**config.mk**
```make
export PLATFORM = sky130hd
export DESIGN_NAME = snbc_accum
export DESIGN_NICKNAME = d
export VERILOG_FILES = /design/src/snbc_pkg.sv /design/src/snbc_accum.sv
export SDC_FILE = /design/constraint.sdc
export NUM_CORES = 2
export LEC_CHECK = 0
export ABC_AREA = 0
export BUFFER_PORTS_ARGS = -buffer_cell sky130_fd_sc_hd__clkbuf_2
export CAP_MARGIN = 20
export CORE_ASPECT_RATIO = 2
export CORE_UTILIZATION = 61
export CTS_CLUSTER_DIAMETER = 40
export DETAILED_ROUTE_END_ITERATION = 8
export PLACE_DENSITY_LB_ADDON = 0.08
export SETUP_SLACK_MARGIN = 0.02
export SLEW_MARGIN = 0
export SYNTH_ARGS = -nofsm -noshare
export SYNTH_HDL_FRONTEND = slang
export SYNTH_SLANG_ARGS = --single-unit
```
**constraint.sdc**
```tcl
create_clock -name clk -period 25.1 [get_ports clk]
set_input_delay 1.255 -clock clk [delete_from_list [all_inputs] [get_ports clk]]
set_output_delay 1.255 -clock clk [all_outputs]
set_load 0.02 [all_outputs]
```
**src/snbc_pkg.sv**
```systemverilog
// ----------------------------------------------------------------------------
// snbc_pkg: shared types and constants for the signature norm bound check
// Widths, register indexes, status codes, stage structs and saturating add.
// ----------------------------------------------------------------------------
`default_nettype none

package snbc_pkg;

	// field and register widths
	localparam int COEF_W        = 51;
	localparam int MAG_W         = 50;
	localparam int SUM_W         = 64;
	localparam int L2_W          = 63;
	localparam int SHIFT_W       = 6;
	localparam int CFG_IDX_W     = 2;
	localparam int CFG_DATA_W    = 63;
	localparam int IN_TDATA_W    = 56;
	localparam int OUT_TDATA_W   = 8;

	// square operand width before saturation, and response magnitude pre-shift
	localparam int SQ_IN_W       = 32;
	localparam int RESP_SQ_SHIFT = 32;

	// register reset values
	localparam logic [MAG_W-1:0]   MODULUS_RST    = 50'd549824583172097;
	localparam logic [MAG_W-1:0]   MAX_BOUND_RST  = '0;
	localparam logic [L2_W-1:0]    L2_BOUND_RST   = '0;
	localparam logic [SHIFT_W-1:0] HINT_SHIFT_RST = 6'd44;

	// register indexes on the write port
	typedef enum logic [CFG_IDX_W-1:0] {
		REG_MODULUS    = 2'd0,
		REG_MAX_BOUND  = 2'd1,
		REG_L2_BOUND   = 2'd2,
		REG_HINT_SHIFT = 2'd3
	} cfg_reg_t;

	// result codes
	typedef enum logic [1:0] {
		ST_PASS     = 2'd0,
		ST_HINT_MAX = 2'd1,
		ST_RESP_MAX = 2'd2,
		ST_L2_NORM  = 2'd3
	} status_t;

	typedef struct packed {
		logic [MAG_W-1:0]   modulus;
		logic [MAG_W-1:0]   max_bound;
		logic [L2_W-1:0]    l2_bound;
		logic [SHIFT_W-1:0] hint_shift;
	} cfg_t;

	// side data riding along the remainder pipeline
	typedef struct packed {
		logic             kind;
		logic             last;
		logic             neg;
		logic [MAG_W-1:0] sat_mag;
	} item_t;

	// final accumulator values of one signature
	typedef struct packed {
		logic [MAG_W-1:0] hint_max;
		logic [SUM_W-1:0] hint_sum;
		logic [MAG_W-1:0] resp_max;
		logic [SUM_W-1:0] resp_sum;
	} sums_t;

	// add that sticks at all ones on carry out
	function automatic logic [SUM_W-1:0] sat_add(input logic [SUM_W-1:0] a,
			input logic [SUM_W-1:0] b);
		logic [SUM_W:0] s;
		s = {1'b0, a} + {1'b0, b};
		return s[SUM_W] ? {SUM_W{1'b1}} : s[SUM_W-1:0];
	endfunction

endpackage

`default_nettype wire

```
**src/snbc_accum.sv**
```systemverilog
// ----------------------------------------------------------------------------
// snbc_accum: magnitude, square and running accumulators
// Centers the remainder, squares the magnitude with saturation, keeps the
// maxima and saturating square sums, and hands the totals on at the last item.
// ----------------------------------------------------------------------------
`default_nettype none

module snbc_accum import snbc_pkg::*; (
	input  wire logic             clk,
	input  wire logic             arst_n,
	input  wire logic             en,
	input  wire logic             in_valid,
	input  wire logic [MAG_W-1:0] in_rem,
	input  wire item_t            in_item,
	input  wire logic [MAG_W-1:0] modulus,
	output logic                  out_valid,
	output sums_t                 out_sums
);

	logic [MAG_W-1:0] half, diff, resp_mag, mag;

	logic             vld_s3, kind_s3, last_s3;
	logic [MAG_W-1:0] mag_s3;

	logic [MAG_W-1:0] sq_op;
	logic [SQ_IN_W-1:0] sq_lo;
	logic             sq_big;
	logic [SUM_W-1:0] prod;

	logic             vld_s4, kind_s4, last_s4;
	logic [MAG_W-1:0] mag_s4;
	logic [SUM_W-1:0] sq_s4;

	logic [MAG_W-1:0] hint_max_q, resp_max_q, hmax_nxt, rmax_nxt;
	logic [SUM_W-1:0] hint_sum_q, resp_sum_q, hsum_nxt, rsum_nxt;

	logic             vld_s5;
	sums_t            sums_s5;

	// center the remainder around zero and take its magnitude
	assign half = modulus >> 1;
	assign diff = modulus - in_rem;

	always_comb begin
		if (in_item.neg && (in_rem != '0)) begin
			resp_mag = (diff > half) ? in_rem : diff;
		end else begin
			resp_mag = (in_rem > half) ? diff : in_rem;
		end
		// hint items and a zero modulus use the plain saturated magnitude
		if (!in_item.kind || (modulus == '0)) begin
			mag = in_item.sat_mag;
		end else begin
			mag = resp_mag;
		end
	end

	always_ff @(posedge clk or negedge arst_n) begin
		if (!arst_n) begin
			vld_s3 <= 1'b0;
		end else if (en) begin
			vld_s3 <= in_valid;
		end
	end

	always_ff @(posedge clk) begin
		if (en) begin
			mag_s3  <= mag;
			kind_s3 <= in_item.kind;
			last_s3 <= in_item.last;
		end
	end

	// saturating square
	assign sq_op  = kind_s3 ? (mag_s3 >> RESP_SQ_SHIFT) : mag_s3;
	assign sq_big = |sq_op[MAG_W-1:SQ_IN_W];
	assign sq_lo  = sq_op[SQ_IN_W-1:0];
	assign prod   = SUM_W'(sq_lo) * SUM_W'(sq_lo);

	always_ff @(posedge clk or negedge arst_n) begin
		if (!arst_n) begin
			vld_s4 <= 1'b0;
		end else if (en) begin
			vld_s4 <= vld_s3;
		end
	end

	always_ff @(posedge clk) begin
		if (en) begin
			sq_s4   <= sq_big ? {SUM_W{1'b1}} : prod;
			mag_s4  <= mag_s3;
			kind_s4 <= kind_s3;
			last_s4 <= last_s3;
		end
	end

	// accumulator update
	always_comb begin
		hmax_nxt = (!kind_s4 && (mag_s4 > hint_max_q)) ? mag_s4 : hint_max_q;
		rmax_nxt = (kind_s4 && (mag_s4 > resp_max_q)) ? mag_s4 : resp_max_q;
		hsum_nxt = kind_s4 ? hint_sum_q : sat_add(hint_sum_q, sq_s4);
		rsum_nxt = kind_s4 ? sat_add(resp_sum_q, sq_s4) : resp_sum_q;
	end

	// accumulators clear after the last item of a signature
	always_ff @(posedge clk or negedge arst_n) begin
		if (!arst_n) begin
			hint_max_q <= '0;
			hint_sum_q <= '0;
			resp_max_q <= '0;
			resp_sum_q <= '0;
			vld_s5     <= 1'b0;
		end else if (en) begin
			vld_s5 <= vld_s4 && last_s4;
			if (vld_s4) begin
				if (last_s4) begin
					hint_max_q <= '0;
					hint_sum_q <= '0;
					resp_max_q <= '0;
					resp_sum_q <= '0;
				end else begin
					hint_max_q <= hmax_nxt;
					hint_sum_q <= hsum_nxt;
					resp_max_q <= rmax_nxt;
					resp_sum_q <= rsum_nxt;
				end
			end
		end
	end

	// totals including the last item
	always_ff @(posedge clk) begin
		if (en && vld_s4 && last_s4) begin
			sums_s5.hint_max <= hmax_nxt;
			sums_s5.hint_sum <= hsum_nxt;
			sums_s5.resp_max <= rmax_nxt;
			sums_s5.resp_sum <= rsum_nxt;
		end
	end

	assign out_valid = vld_s5;
	assign out_sums  = sums_s5;

endmodule

`default_nettype wire

```
# == Word level (Yosys, flattened, before mapping) ==
# Cells that the tools add are included.
# totals
register_bits,627
latch_bits,0
ramBits,0
romBits,0
input_bits,157
output_inout_bits,229
wordCells,54
mem_count,0
# op_classes
add_sub_neg,3
multipliers,1
n_div,0
order_cmp,4
n_eq_ne,0
shifts,0
mux,15
bitwise_logic,0
reduce_logical,13
# op_table
cell,count
$mux 50,9
$mux 64,6
$add 64x64->65,2
$gt 50x49->1,2
$gt 50x50->1,2
$mul 32x32->64,1
$logic_not 50->1,1
$reduce_bool 50->1,1
$sub 50x50->50,1
$reduce_or 18->1,1
$logic_and 1x1->1,6
$logic_not 1->1,2
$reduce_and 2->1,1
$logic_or 1x1->1,1

# == Longest topological paths before layout ==
# depth
word_depth,5
mapped_depth,36
depth_no_buf,33

# == Least setup slack after synthesis ==
# OpenSTA, ideal clock, no wires.
# synth_timing
kind,register to register
start,register kind_s3
end,"register sq_s4[48], data pin"
setup_ns,0.262
arrival_ns,8.796
path_slack_ns,16.042
stages_incl_launch_ff,31
n_path_buf,4
synth_period_minus_slack_ns,9.058
cell_sequence,edfxtp_1 buf_1 buf_1 clkbuf_1 mux2i_1 clkbuf_1 nor2_1 fa_1 ha_1 a31o_2 fa_1 inv_1 fa_1 inv_1 fa_1 fa_1 fa_1 fa_1 ha_1 a21oi_1 o21bai_1 a221o_1 a31oi_4 o21ai_1 a221oi_2 o21ai_1 a2111oi_2 a21oi_1 nand4_1 a21oi_1 mux2_1
# synth_between
elab_chain_cells,2
# synth_lines
item,line,rtl
"start, declared",snbc_accum.sv:22,"logic vld_s3, kind_s3, last_s3;"
"start signal, assigned",snbc_accum.sv:69,kind_s3 <= in_item.kind;
$mux 50 (*),snbc_accum.sv:75,assign sq_op = kind_s3 ? (mag_s3 >> RESP_SQ_SHIFT) : mag_s3;
$mul 32x32->64 or $reduce_or 18->1 (tied branches),"snbc_accum.sv:78, snbc_accum.sv:76",
"end signal, assigned",snbc_accum.sv:90,sq_s4 <= sq_big ? {SUM_W{1'b1}} : prod;
"end, declared",snbc_accum.sv:32,logic [SUM_W-1:0] sq_s4;
# Every way passes the cells marked *; elsewhere a longest branch is shown, timed or not.
# A chain may end at the register's enable or synchronous reset.

# == Worst setup path in the final report ==
# layout_timing
start,register kind_s3
end,"register sq_s4[62], data pin"
# The elaborated chain is that of the path after synthesis.

==> summary.md <==
| Metric | Value |
|---|---|
| Outcome | completed |
| EDFF count, synth | 396 |
| Top cells by area, synth | fa_1, edfxtp_1, ha_1 |
| Synth area leader | fa_1 |
| R2R depth | 33 |
| RD Place Congestion | 1.112 |
| Final slew viol count | 0 |
| WL/cell | 28.69 um |
| Clock transition at path regs | 0.07 ns |
| Compound-Gate Fraction of Synth Area | 16.32% |
| Chip Height | 476.5 um |
| Met3 Use GR | 14.20% |
| Initial core utilization | 61.72% |
| H-tree depth | 3 |
| Critical-path top delay cell | nor2b_1 |
| I/O pins | 386 |
| Routed via count | 56,747 |
| Vias in the first global route | 60,940 |
| Pin count of the biggest net entering global routing | 110 |
| First-pass DRT Iterations | 6 |
| Worst endpoint required time | 25.53 ns |
| Seq/Total Area, Yosys | 25.74% |
| Max cap viols | 0 |
| Fin Setup TNS | 0 ns |
| GRT Max-Usage Layer | met2 |
| CTS tree | built |
| Ys flop type | edfxtp_1 |
| Hold depth | 0 |
| Max FO, Critical Path | 42 |
| Multiplexer share of the synthesized area | 0.3626% |
| Antenna violations before repair | 20 |
| Simple-Gate Fraction of Synth Area | 10.53% |
| Netlist cell types | 102 |
| Main combinational cell family by area after synthesis | adder cells |
| Hpwl dp | 198,900 um |
| Achievable clock frequency | 0.09322 GHz |
| Clock Sinks | 627 |
| First-pass GRT wire length | 376,900 um |
| CP most frequent cell | fa_1 |
| Post-synth top area share | 23.15% |
| Detailed Route WL | 253,900 um |
| Kind of critical path | reg2reg |
| Core area | 111,300 um^2 |
| Antenna-violating nets left | 0 |
| Final clock skew | 0.04785 ns |
| Global Route met1 Usage | 41.79% |
| Layout Nets | 8,896 |
| Root Buffer | clkbuf_16 |
| Postcts setup bufs | 0 |
| Filler cells | 9,130 |
| Clk Latency, worst-skew pair | 0.73 ns |
| FF/Latch Area | 17,670 um^2 |
| Post-synth top cells | inv_1, fa_1, ha_1, nand2_1, edfxtp_1 |
| Period utilisation layout | 42.74% |
| Final Hold Viols | 0 |
| RSZ-0062 raised after global routing | false |
| Multi-input logic area | 45,210 um^2 |
| Area delta synth->final | 8.970% |
| Crit path launch type | flop |
| Via density | 6.412 |
| Actual slew at the worst max-slew pin | 1.184 ns |
| Max-slew headroom | 20.34% |
| Site Rows | 173 |
| Warnings from Yosys | 0 |
| Final setup vio count | 0 |
| Fraction of the mapped netlist area in adder cells | 35.17% |
| Number of cells produced by synthesis | 7,020 |
| PostCTS Resize Cnt | 0 |
| Arrival time at the worst endpoint | 11.16 ns |
| DRC viols | 0 |
| Worst stage delay on the critical path | 0.90 ns |
| Total Routing Usage GR | 46.14% |
| Hold Crit Class | reg2reg |
| Ys async rst share | 36.84% |
| Hold Buf Count CTS | 0 |
| Met2 Use GR | 76.55% |
| Die width | 239.2 um |
| Die ar. | 114,000 um^2 |
| Mean Syn Cell Area | 9.781 um^2 |
| CTS max path bufs | 3 |
| Post-synthesis xor/xnor area fraction | 3.240% |
| Cts bufs inserted | 76 |
| Post-layout min period | 10.73 ns |
| Dominant cell by count in the synthesized netlist | inv_1 |
| GRT Residual Overflow | 0 |
| Share of layout cells above drive strength 1 | 10.23% |
| Synthesis-stage register bit count | 627 |
| DR iter-0 viols | 4,268 |
| Synthesized area | 68,670 um^2 |
| # port buffers | 385 |
| Setup crit end kind | flop |
| Net count after synthesis | 8,631 |
registers in the layout, summed over array words and instances, names as in the netlist, 50 cells and up:
name,cells
out_sums,228
sq_s4,64
hint_max_q,50
hint_sum_q,64
resp_sum_q,64
resp_max_q,50
mag_s4,50
mag_s3,50
layout by cell type, fill, tap and decap left out, types with 35 or more instances in the layout:
master	instances
inv_1	1248
fa_1	794
ha_1	660
nand2_1	626
edfxtp_1	396
clkbuf_2	383
a21oi_1	337
nor2_1	304
o21ai_0	261
a21o_1	253
dfrtp_1	231
and2_1	167
xnor2_1	151
nand4_1	149
a22o_1	135
xor2_1	103
buf_4	88
clkbuf_16	77
o211ai_1	57
o21bai_1	53
nor2b_1	49
nand3_1	48
a31oi_1	44
o22ai_1	44
a2bb2oi_1	42
nor4_1	39
o21a_1	38
nand2b_1	37
o22a_1	35
cell type report:
cell class	count	share of cell area [%]
multi-input combinational	4846	60.43
sequential	627	23.62
inverter	1255	6.309
timing repair buffer	479	3.593
clock buffer	88	2.644
tap	1487	2.486
clock inverter	54	0.8762
antenna	14	0.04682
layer usage:
| layer | routed length, um | vias to the layer above | share of wire, % |
|---|---|---|---|
| li1 | - | 24211 | - |
| met1 | 73000 | 27640 | 29 |
| met2 | 123000 | 3317 | 48 |
| met3 | 22610 | 1565 | 8.9 |
| met4 | 35060 | 14 | 14 |
| met5 | 203 | - | 0.080 |
cells by family after synthesis:
logic type               after synthesis
multiplexers                          23
XOR/XNOR                             254
adder cells (fa/ha/maj)             1454
buffers and inverters               1547
flip-flops                           627
AO/OA/AOI/OAI                       1582
AND/OR/NAND/NOR                     1533
stage by stage:
| step | instances | setup slack, ns | hold WS [ns] | instance area [um^2] | utilization, % |
|---|---|---|---|---|---|
| 2_1_floorplan | 7020 | 16.04 | 0.4003 | 68670 | - |
| 3_3_place_gp | 8687 | 14.71 | 0.4095 | 72050 | 64.76 |
| 3_5_place_dp | 8688 | 14.63 | 0.4119 | 72060 | 64.77 |
| 4_1_cts | 8830 | 14.66 | 0.4282 | 74690 | 67.14 |
| 5_1_grt | 8839 | 14.14 | 0.4576 | 74800 | 67.23 |
| 6_report | 8850 | 14.37 | 0.4152 | 74830 | 67.25 |
worst paths after layout:
path	startpoint	end	slack, ns
worst max register to register	kind_s3	sq_s4[62]	14.37
worst max-delay path	kind_s3	sq_s4[62]	14.37
worst min-delay path	last_s3	last_s4	0.42
max in group asynchronous	arst_n	hint_max_q[14]	22.49
worst min register to register	last_s3	last_s4	0.42
min in group asynchronous	arst_n	hint_sum_q[2]	0.48
worst max-delay path: cells and delay by family, from the launching register on:
family | cells | cell delay (ns)
compound gates | 8 | 2.36
buf+inv | 8 | 1.34
fa+ha+maj | 9 | 4.49
simple gates | 7 | 1.71
xor+xnor | 1 | 0.13
flops | 1 | 0.37
Power is left out: the tool's default activity adds up to more than one toggle a clock period on the data nets, which glitch-free logic cannot reach.
